### config.mk
export PLATFORM = sky130hd
export DESIGN_NAME = spf_rule_table_evaluator_core
export DESIGN_NICKNAME = d
export VERILOG_FILES = /design/src/design/srte_pkg.sv /design/src/design/srte_front.sv /design/src/design/srte_queue.sv /design/src/design/srte_back.sv /design/src/design/spf_rule_table_evaluator_core.sv
export SDC_FILE = /design/constraint.sdc
export NUM_CORES = 1
export LEC_CHECK = 0
export ABC_AREA = 1
export BUFFER_PORTS_ARGS = -buffer_cell sky130_fd_sc_hd__buf_2
export CELL_PAD_IN_SITES_DETAIL_PLACEMENT = 1
export CELL_PAD_IN_SITES_GLOBAL_PLACEMENT = 1
export CORE_AREA = 2 2 213 215
export DETAILED_ROUTE_END_ITERATION = 16
export DIE_AREA = 0 0 215 217
export PLACE_DENSITY = 0.81
export SLEW_MARGIN = 20
export SYNTH_ARGS = -nofsm -noshare
export SYNTH_HDL_FRONTEND = slang
export SYNTH_SLANG_ARGS = --single-unit
### constraint.sdc
create_clock -name aclk -period 5.5 [get_ports aclk]
set_input_delay 0.825 -clock aclk [delete_from_list [all_inputs] [get_ports aclk]]
set_output_delay 0.825 -clock aclk [all_outputs]
set_load 0.01 [all_outputs]
### src/design/srte_pkg.sv
// Shared types, codes and level-update functions for the rule table evaluator.
// No dependencies; imported by every module of the block.
`timescale 1ns / 1ps

package srte_pkg;

    // Field widths
    localparam int ADDR_W    = 64;
    localparam int CFG_IDX_W = 8;
    localparam int DEPTH_W   = 32;

    // Configuration register indexes
    localparam logic [CFG_IDX_W-1:0] REG_CLIENT_ADDR_HI = 8'd0;
    localparam logic [CFG_IDX_W-1:0] REG_CLIENT_ADDR_LO = 8'd1;

    // Entry kinds
    localparam logic [2:0] KIND_ALL    = 3'd0;
    localparam logic [2:0] KIND_EXISTS = 3'd1;
    localparam logic [2:0] KIND_IP4    = 3'd2;
    localparam logic [2:0] KIND_IP6    = 3'd3;
    localparam logic [2:0] KIND_BEGIN  = 3'd4;
    localparam logic [2:0] KIND_END    = 3'd5;

    // Qualifiers
    localparam logic [2:0] QUAL_NONE     = 3'd0;
    localparam logic [2:0] QUAL_PASS     = 3'd1;
    localparam logic [2:0] QUAL_FAIL     = 3'd2;
    localparam logic [2:0] QUAL_SOFTFAIL = 3'd3;
    localparam logic [2:0] QUAL_NEUTRAL  = 3'd4;

    // Level results
    localparam logic [1:0] RES_NONE = 2'd0;
    localparam logic [1:0] RES_PASS = 2'd1;
    localparam logic [1:0] RES_FAIL = 2'd2;

    // One nesting level: 7 bits
    typedef struct packed {
        logic [1:0] res;
        logic       bias;
        logic       all;
        logic [2:0] qual;
    } level_t;

    // Classified operation handed from front to back
    typedef enum logic [1:0] {
        OP_NONE  = 2'd0,
        OP_MATCH = 2'd1,
        OP_BEGIN = 2'd2,
        OP_END   = 2'd3
    } op_kind_t;

    typedef struct packed {
        op_kind_t   op;
        logic       matched;
        logic       is_all;
        logic [2:0] qual;
        logic       redir;
        logic       last;
    } op_t;

    // First match decides; fail on an all entry only at top level or in a redirect
    function automatic level_t apply_match(level_t lv, logic matched, logic [2:0] q,
                                           logic is_all, logic is_top);
        level_t r;
        r = lv;
        if (lv.res == RES_NONE && matched) begin
            case (q)
                QUAL_SOFTFAIL: r.bias = 1'b1;
                QUAL_NEUTRAL:  r = lv;
                QUAL_FAIL: begin
                    if (!is_all || is_top || lv.all) begin
                        r.res = RES_FAIL;
                    end
                end
                default: r.res = RES_PASS;
            endcase
        end
        return r;
    endfunction

    function automatic logic [2:0] invert_qual(logic [2:0] q);
        logic [2:0] r;
        case (q)
            QUAL_PASS:     r = QUAL_FAIL;
            QUAL_FAIL:     r = QUAL_PASS;
            QUAL_SOFTFAIL: r = QUAL_NEUTRAL;
            QUAL_NEUTRAL:  r = QUAL_NEUTRAL;
            default:       r = QUAL_NONE;
        endcase
        return r;
    endfunction

    // Fold a closed child level's result into its parent
    function automatic level_t apply_nested(level_t parent, logic [1:0] res, logic [2:0] q);
        level_t r;
        logic [2:0] qq;
        r  = parent;
        qq = (res == RES_FAIL) ? invert_qual(q) : q;
        if (res != RES_NONE) begin
            r = apply_match(parent, 1'b1, qq, 1'b0, 1'b0);
        end
        return r;
    endfunction

    // Result of a level that runs out of entries: bias alone becomes fail
    function automatic logic [1:0] finish_exhausted(level_t lv);
        logic [1:0] r;
        r = (lv.res == RES_NONE && lv.bias) ? RES_FAIL : lv.res;
        return r;
    endfunction

endpackage

### src/design/srte_front.sv
// Front end: holds the client address and classifies each rule entry.
// Depends on srte_pkg; feeds srte_queue.
`timescale 1ns / 1ps

module srte_front
    import srte_pkg::*;
(
    input  logic                  aclk,
    input  logic                  aresetn,
    input  logic                  cfg_we,
    input  logic [CFG_IDX_W-1:0]  cfg_index,
    input  logic [ADDR_W-1:0]     cfg_data,
    input  logic [2:0]            kind,
    input  logic [2:0]            qualifier,
    input  logic                  exists_hit,
    input  logic                  is_redirect,
    input  logic [ADDR_W-1:0]     net_hi,
    input  logic [ADDR_W-1:0]     net_lo,
    input  logic [7:0]            prefix_len,
    input  logic                  last,
    output op_t                   op_word
);

    logic [ADDR_W-1:0] client_hi_reg;
    logic [ADDR_W-1:0] client_lo_reg;
    logic [ADDR_W-1:0] mask_hi;
    logic [ADDR_W-1:0] mask_lo;
    logic              net_hit;

    // Client address registers
    always_ff @(posedge aclk) begin
        if (!aresetn) begin
            client_hi_reg <= '0;
            client_lo_reg <= '0;
        end else if (cfg_we) begin
            if (cfg_index == REG_CLIENT_ADDR_HI) begin
                client_hi_reg <= cfg_data;
            end else if (cfg_index == REG_CLIENT_ADDR_LO) begin
                client_lo_reg <= cfg_data;
            end
        end
    end

    // Prefix masks, MSB first; lengths above 128 cover every bit
    always_comb begin
        for (int i = 0; i < ADDR_W; i++) begin
            mask_hi[ADDR_W-1-i] = (prefix_len > 8'(i));
            mask_lo[ADDR_W-1-i] = (prefix_len > 8'(i + ADDR_W));
        end
    end

    assign net_hit = (((client_hi_reg ^ net_hi) & mask_hi) == '0) &&
                     (((client_lo_reg ^ net_lo) & mask_lo) == '0);

    // Classify the entry
    always_comb begin
        op_word.qual    = qualifier;
        op_word.redir   = is_redirect;
        op_word.last    = last;
        op_word.is_all  = 1'b0;
        op_word.matched = 1'b0;
        case (kind)
            KIND_ALL: begin
                op_word.op      = OP_MATCH;
                op_word.is_all  = 1'b1;
                op_word.matched = 1'b1;
            end
            KIND_EXISTS: begin
                op_word.op      = OP_MATCH;
                op_word.matched = exists_hit;
            end
            KIND_IP4, KIND_IP6: begin
                op_word.op      = OP_MATCH;
                op_word.matched = net_hit;
            end
            KIND_BEGIN: op_word.op = OP_BEGIN;
            KIND_END:   op_word.op = OP_END;
            default:    op_word.op = OP_NONE;
        endcase
    end

endmodule

### src/design/srte_queue.sv
// Short queue of classified words between front and back.
// Depends on srte_pkg for the word type.
`timescale 1ns / 1ps

module srte_queue
    import srte_pkg::*;
(
    input  logic aclk,
    input  logic aresetn,
    input  logic wr_valid,
    output logic wr_ready,
    input  op_t  wr_word,
    output logic rd_valid,
    input  logic rd_ready,
    output op_t  rd_word
);

    localparam int QDEPTH = 4;
    localparam int PTR_W  = 2;

    op_t            mem [QDEPTH];
    logic [PTR_W-1:0] wr_ptr_reg;
    logic [PTR_W-1:0] rd_ptr_reg;
    logic [PTR_W:0]   count_reg;
    logic             do_wr;
    logic             do_rd;

    assign wr_ready = (count_reg != 3'(QDEPTH));
    assign rd_valid = (count_reg != '0);
    assign do_wr    = wr_valid && wr_ready;
    assign do_rd    = rd_valid && rd_ready;
    assign rd_word  = mem[rd_ptr_reg];

    // Storage
    always_ff @(posedge aclk) begin
        if (do_wr) begin
            mem[wr_ptr_reg] <= wr_word;
        end
    end

    // Pointers and fill count
    always_ff @(posedge aclk) begin
        if (!aresetn) begin
            wr_ptr_reg <= '0;
            rd_ptr_reg <= '0;
            count_reg  <= '0;
        end else begin
            if (do_wr) begin
                wr_ptr_reg <= wr_ptr_reg + 1'b1;
            end
            if (do_rd) begin
                rd_ptr_reg <= rd_ptr_reg + 1'b1;
            end
            case ({do_wr, do_rd})
                2'b10:   count_reg <= count_reg + 1'b1;
                2'b01:   count_reg <= count_reg - 1'b1;
                default: count_reg <= count_reg;
            endcase
        end
    end

`ifndef SYNTHESIS
    a_count_bound: assert property (@(posedge aclk) disable iff (!aresetn)
        count_reg <= 3'(QDEPTH))
        else $error("queue count beyond depth");
    a_count_step: assert property (@(posedge aclk) disable iff (!aresetn)
        (do_wr && !do_rd) |=> (count_reg == $past(count_reg) + 1'b1))
        else $error("queue count missed a write");
`endif

endmodule

### src/design/srte_back.sv
// Back end: nesting-level stack, per-entry evaluation, unwind sequencer and result register.
// Depends on srte_pkg; consumes words from srte_queue.
`timescale 1ns / 1ps

module srte_back
    import srte_pkg::*;
#(
    parameter int MAX_NEST = 16
) (
    input  logic       aclk,
    input  logic       aresetn,
    input  logic       q_valid,
    output logic       q_ready,
    input  op_t        q_word,
    output logic       res_valid,
    input  logic       res_ready,
    output logic [1:0] res_verdict,
    output logic       res_overflow
);

    localparam int STK_N = MAX_NEST - 1;
    localparam logic [DEPTH_W-1:0] NEST_D = DEPTH_W'(MAX_NEST);
    localparam logic [DEPTH_W-1:0] TOP_D  = DEPTH_W'(MAX_NEST - 1);

    typedef enum logic [1:0] {
        ST_RUN    = 2'b01,
        ST_UNWIND = 2'b10
    } state_t;

    state_t             state_reg, state_next;
    level_t             cur_reg, cur_next;          // level at the current depth
    level_t             stk_reg [STK_N];            // levels below, nearest first
    logic [DEPTH_W-1:0] depth_reg, depth_next;
    logic               fixed_reg, fixed_next;
    logic               ovf_reg, ovf_next;
    logic               out_valid_reg;
    logic [1:0]         out_verdict_reg;
    logic               out_ovf_reg;
    logic               push, pop, emit;
    logic [DEPTH_W-1:0] eff_depth;
    logic               take;
    logic               out_free;

    assign q_ready   = (state_reg == ST_RUN);
    assign take      = q_valid && q_ready;
    assign out_free  = !out_valid_reg || res_ready;
    assign eff_depth = (depth_reg >= NEST_D) ? TOP_D : depth_reg;

    // Entry evaluation and unwind control
    always_comb begin
        state_next = state_reg;
        cur_next   = cur_reg;
        depth_next = depth_reg;
        fixed_next = fixed_reg;
        ovf_next   = ovf_reg;
        push       = 1'b0;
        pop        = 1'b0;
        emit       = 1'b0;
        unique case (state_reg)
            ST_RUN: begin
                if (take) begin
                    if (!fixed_reg) begin
                        if (depth_reg >= NEST_D) begin
                            // inside levels that did not fit: only count depth
                            if (q_word.op == OP_BEGIN && depth_reg != '1) begin
                                depth_next = depth_reg + 1'b1;
                            end else if (q_word.op == OP_END) begin
                                depth_next = depth_reg - 1'b1;
                            end
                        end else begin
                            case (q_word.op)
                                OP_MATCH: cur_next = apply_match(cur_reg, q_word.matched,
                                                                 q_word.qual, q_word.is_all,
                                                                 depth_reg == '0);
                                OP_BEGIN: begin
                                    if (depth_reg + 1'b1 < NEST_D) begin
                                        push       = 1'b1;
                                        depth_next = depth_reg + 1'b1;
                                        cur_next   = '{res: RES_NONE, bias: 1'b0,
                                                       all: q_word.redir, qual: q_word.qual};
                                    end else begin
                                        ovf_next   = 1'b1;
                                        depth_next = NEST_D;
                                    end
                                end
                                OP_END: begin
                                    if (depth_reg == '0) begin
                                        fixed_next = 1'b1;
                                    end else begin
                                        pop        = 1'b1;
                                        depth_next = depth_reg - 1'b1;
                                        cur_next   = apply_nested(stk_reg[0], cur_reg.res,
                                                                  cur_reg.qual);
                                    end
                                end
                                default: cur_next = cur_reg;
                            endcase
                        end
                    end
                    if (q_word.last) begin
                        state_next = ST_UNWIND;
                    end
                end
            end
            ST_UNWIND: begin
                if (eff_depth != '0) begin
                    // close one exhausted level per cycle
                    pop        = 1'b1;
                    depth_next = eff_depth - 1'b1;
                    cur_next   = apply_nested(stk_reg[0], finish_exhausted(cur_reg),
                                              cur_reg.qual);
                end else if (out_free) begin
                    emit       = 1'b1;
                    cur_next   = '0;
                    depth_next = '0;
                    fixed_next = 1'b0;
                    ovf_next   = 1'b0;
                    state_next = ST_RUN;
                end
            end
            default: state_next = ST_RUN;
        endcase
    end

    // Control state
    always_ff @(posedge aclk) begin
        if (!aresetn) begin
            state_reg <= ST_RUN;
            cur_reg   <= '0;
            depth_reg <= '0;
            fixed_reg <= 1'b0;
            ovf_reg   <= 1'b0;
        end else begin
            state_reg <= state_next;
            cur_reg   <= cur_next;
            depth_reg <= depth_next;
            fixed_reg <= fixed_next;
            ovf_reg   <= ovf_next;
        end
    end

    // Level stack as a shift line: push moves down, pop moves up
    always_ff @(posedge aclk) begin
        if (push) begin
            stk_reg[0] <= cur_reg;
            for (int i = 1; i < STK_N; i++) begin
                stk_reg[i] <= stk_reg[i-1];
            end
        end else if (pop) begin
            for (int i = 0; i < STK_N - 1; i++) begin
                stk_reg[i] <= stk_reg[i+1];
            end
        end
    end

    // Result register
    always_ff @(posedge aclk) begin
        if (!aresetn) begin
            out_valid_reg <= 1'b0;
        end else if (emit) begin
            out_valid_reg <= 1'b1;
        end else if (res_ready) begin
            out_valid_reg <= 1'b0;
        end
    end

    always_ff @(posedge aclk) begin
        if (emit) begin
            out_verdict_reg <= fixed_reg ? cur_reg.res : finish_exhausted(cur_reg);
            out_ovf_reg     <= ovf_reg;
        end
    end

    assign res_valid    = out_valid_reg;
    assign res_verdict  = out_verdict_reg;
    assign res_overflow = out_ovf_reg;

`ifndef SYNTHESIS
    a_fixed_top: assert property (@(posedge aclk) disable iff (!aresetn)
        fixed_reg |-> (depth_reg == '0))
        else $error("verdict fixed below the outermost level");
    a_emit_from_unwind: assert property (@(posedge aclk) disable iff (!aresetn)
        $rose(out_valid_reg) |-> $past(state_reg == ST_UNWIND))
        else $error("result loaded outside unwind");
    a_clear_after_emit: assert property (@(posedge aclk) disable iff (!aresetn)
        emit |=> (state_reg == ST_RUN && depth_reg == '0 && !ovf_reg && !fixed_reg))
        else $error("evaluation state not cleared after result");
`endif

endmodule

### src/design/spf_rule_table_evaluator_core.sv
// Rule table evaluator, top level: one word per cycle into the queue while it has room; a
// result only on the last. The last word passes the queue, then the back end unwinds each
// open level in turn and loads the result register once it is free. Throughput: one rule
// word per cycle while the back end runs; the last word holds it until the result is loaded.
// Reset (aresetn low, synchronous) clears the client address, the level state and the queue.
// Depends on srte_pkg, srte_front, srte_queue and srte_back.
`timescale 1ns / 1ps

module spf_rule_table_evaluator_core
    import srte_pkg::*;
#(
    parameter int MAX_NEST = 16
) (
    input  logic                 aclk,
    input  logic                 aresetn,
    // configuration write channel
    input  logic                 cfg_valid,
    output logic                 cfg_ready,
    input  logic [CFG_IDX_W-1:0] cfg_index,
    input  logic [ADDR_W-1:0]    cfg_data,
    // rule entries
    input  logic                 s_tvalid,
    output logic                 s_tready,
    // tdata: qualifier[2:0], exists_hit[3], is_redirect[4], net_hi[68:5],
    //        net_lo[132:69], prefix_len[140:133], zero fill[143:141]
    input  logic [143:0]         s_tdata,
    // tuser: kind[2:0]
    input  logic [2:0]           s_tuser,
    input  logic                 s_tlast,
    // verdict words
    output logic                 m_tvalid,
    input  logic                 m_tready,
    // tdata: verdict[1:0], overflow[2], zero fill[7:3]
    output logic [7:0]           m_tdata
);

    op_t        front_word;
    op_t        back_word;
    logic       q_valid;
    logic       q_ready;
    logic [1:0] verdict;
    logic       overflow;

    assign cfg_ready = 1'b1;

    srte_front u_front (
        .aclk        (aclk),
        .aresetn     (aresetn),
        .cfg_we      (cfg_valid && cfg_ready),
        .cfg_index   (cfg_index),
        .cfg_data    (cfg_data),
        .kind        (s_tuser),
        .qualifier   (s_tdata[2:0]),
        .exists_hit  (s_tdata[3]),
        .is_redirect (s_tdata[4]),
        .net_hi      (s_tdata[68:5]),
        .net_lo      (s_tdata[132:69]),
        .prefix_len  (s_tdata[140:133]),
        .last        (s_tlast),
        .op_word     (front_word)
    );

    srte_queue u_queue (
        .aclk     (aclk),
        .aresetn  (aresetn),
        .wr_valid (s_tvalid),
        .wr_ready (s_tready),
        .wr_word  (front_word),
        .rd_valid (q_valid),
        .rd_ready (q_ready),
        .rd_word  (back_word)
    );

    srte_back #(
        .MAX_NEST (MAX_NEST)
    ) u_back (
        .aclk         (aclk),
        .aresetn      (aresetn),
        .q_valid      (q_valid),
        .q_ready      (q_ready),
        .q_word       (back_word),
        .res_valid    (m_tvalid),
        .res_ready    (m_tready),
        .res_verdict  (verdict),
        .res_overflow (overflow)
    );

    assign m_tdata = {5'b0, overflow, verdict};

endmodule

==> impl_metrics.toml <==
[status]
status = "finished clean"

[sta]
fin_setup_tns_ps = 0
period_needed_ps = 4300
rsz0062_at_grt = "false"
relSlewSlack_pct = 32.6
skew_ps = 20.3
hold_viol_final = 0
drv_slew = 0
max_clock_freq_mhz = 233
period_share_pct = 78.2
setup_violations = 0
tightestPinTransition_ps = 1000

[critical_path]
cp_common_cell = "nand2_1"
endpoint_kind = "flop"
critPathMaxStageDelay_ps = 710
worstPathCellList = "nand2_2 > nor2_4 > nand2_2 > nor2_2 > nand2_1 > nand2_1 > nand2_1 > nand2_1 > nor2_1 > nand2_1 > nor2_4 > nand3_4 > buf_4 > nand2_4 > nor2_1 > a21oi_1"
critPathSlowestCell = "nand2_4"
crit_arrival_ps = 4570
crit_type = "reg -> reg"
startpoint_type = "flop"
cp_max_fo = 95
required_ps = 5770

[floorplan]
fp-row-count = 78
core_um2 = 44700
io_pins = 236
initial_core_util_pct = 42.3
die_h_um = 217
die_x_um = 215
dieArea_um2 = 46700

[logic_synthesis]
synth-seq-area-share_pct = 42.1
yosys.area.top_type = "edfxtp_1"
ys_async_sr_fraction_pct = 0
synth_commonest_cells = "nand2_1 (563), nor2_1 (363), inv_1 (238)"
ys_top_cells_by_area = "edfxtp_1 (23%), dfxtp_1 (19%), nand2_1 (11%)"
ys_types = 47
synth_area_um2 = 18900
yosysWarnings = 0
synth_edf_count = 144
syn_inst = 2556
ys_seq_elements = 325
syn_area_per_cell_um2 = 7.39
synth_ff_type = "dfxtp_1"
synth.most_common_cell = "nand2_1"
netlist.area_leader.share_pct = 22.9

[power]
ir_drop_mv = 0.265
power_uw = 8650
leakagePower_uw = 0.00917
power_density_nw_per_um2 = 401

[clock_tree]
cts_setup_buffers = 0
cts_buffer_depth = 3
path_clk_slew_ps = 60
cts_root_buffer = "clkbuf_16"
clkLatencyLatePin_ps = 560
numClockSinks = 325
htree_levels = 2
numCtsBuffers = 38
cts_resized = 0
tritoncts = "built"
cts_hold_buf = 0

[global_routing]
grt_pass1_vias = 19000
grt_overflow = 0
antenna_found_initial = 22
grt_usage_pct = 27.0
grt_pass1_wl_um = 101000
grt_max_degree = 129

[detailed_routing]
first_iter_violations = 1045
drt_first_pass_iters = 5
drc_errors = 0
vias = 18100
ant_nets = 0
wire_per_inst_um = 19.0
totalWireLength_um = 63500
routed_via_density = 5.43

[place]
placedCellCount = 3262
portBuffers = 226
place.gp.congestion = 0.918
dp_hpwl_um = 45900
place_area_um2 = 20300

[final_layout]
largest_reg_flops = 105
regArea_um2 = 7950
fill_cells = 5712
nets = 2939
fin_cells = 3340
fin_area_um2 = 21600
multiInputGateArea_um2 = 9380
area_growth_pct = 14.3
drive_gt1_share_pct = 12.6

[min_path]
hp-class = "reg -> reg"

[run]
maxCapViolCount = 0
cells by family after synthesis:
group | Yosys count | synth area share (%)
AOI/OAI and AO/OA | 514 | 16.1
other | 2 | 0.0398
and+or+nand+nor | 1165 | 25.6
xor gates and xnor gates | 150 | 6.95
adders and majority gates | 12 | 0.835
DFF | 325 | 42.1
buffers and inverters | 388 | 8.45
metrics by stage:
step           hold slack, ps  setup slack, ps  util [%]
2_1_floorplan             408             1280         -
3_3_place_gp              418             1470      45.4
3_5_place_dp              422             1310      45.4
4_1_cts                   438             1230      48.3
5_1_grt                   447              771      48.3
6_report                  436             1200      48.3
critical path: cells and delay by family, from the launching register on:
kind,cells,cell delay (ps)
flops,1,530
compound gates,1,80
simple gates,14,2670
buf+inv,1,660
report_power, final:
part           total (µW)  leakage (µW)  switching [µW]  internal, µW
Combinational        2980       0.00576            2070           910
Sequential           3050       0.00278             248          2810
Clock                2620      0.000629            1070          1550
placed cells by master (no fill, tap or decap), types with 119 or more instances in the layout:
master      n
o21ai_0   195
a21oi_1   119
nand3_1   142
buf_2     226
dfxtp_1   181
a211oi_1  131
nand2_1   563
nor2_1    363
edfxtp_1  144
inv_1     238
final timing paths:
path              cells after the start  slack, ps                   end           startpoint
setup / recovery                     16       1200  u_back.stk_reg[0][7]  u_back.depth_reg[3]
hold / removal                        0        440   u_back.res_overflow       u_back.ovf_reg
setup reg to reg                     16       1200  u_back.stk_reg[0][7]  u_back.depth_reg[3]
hold reg to reg                       0        440   u_back.res_overflow       u_back.ovf_reg
layout make-up:
cell class,count,area share (%)
clock buffers,58,5.37
inverters,248,4.32
diodes,9,0.104
repair buffers,242,5.97
multi-input cells,1847,43.4
flip-flops and latches,325,36.8
well taps,600,3.48
clock inverters,11,0.516
layer usage:
| metal | global-route usage (%) | share of wire (%) |
|---|---|---|
| met2 | 47.9 | 49 |
| met5 | 0 | 0.26 |
| met3 | 5.65 | 5.2 |
| met1 | 31.4 | 41 |
| met4 | 12.3 | 4.3 |
No activity file was read; power rests on OpenSTA's default activity.
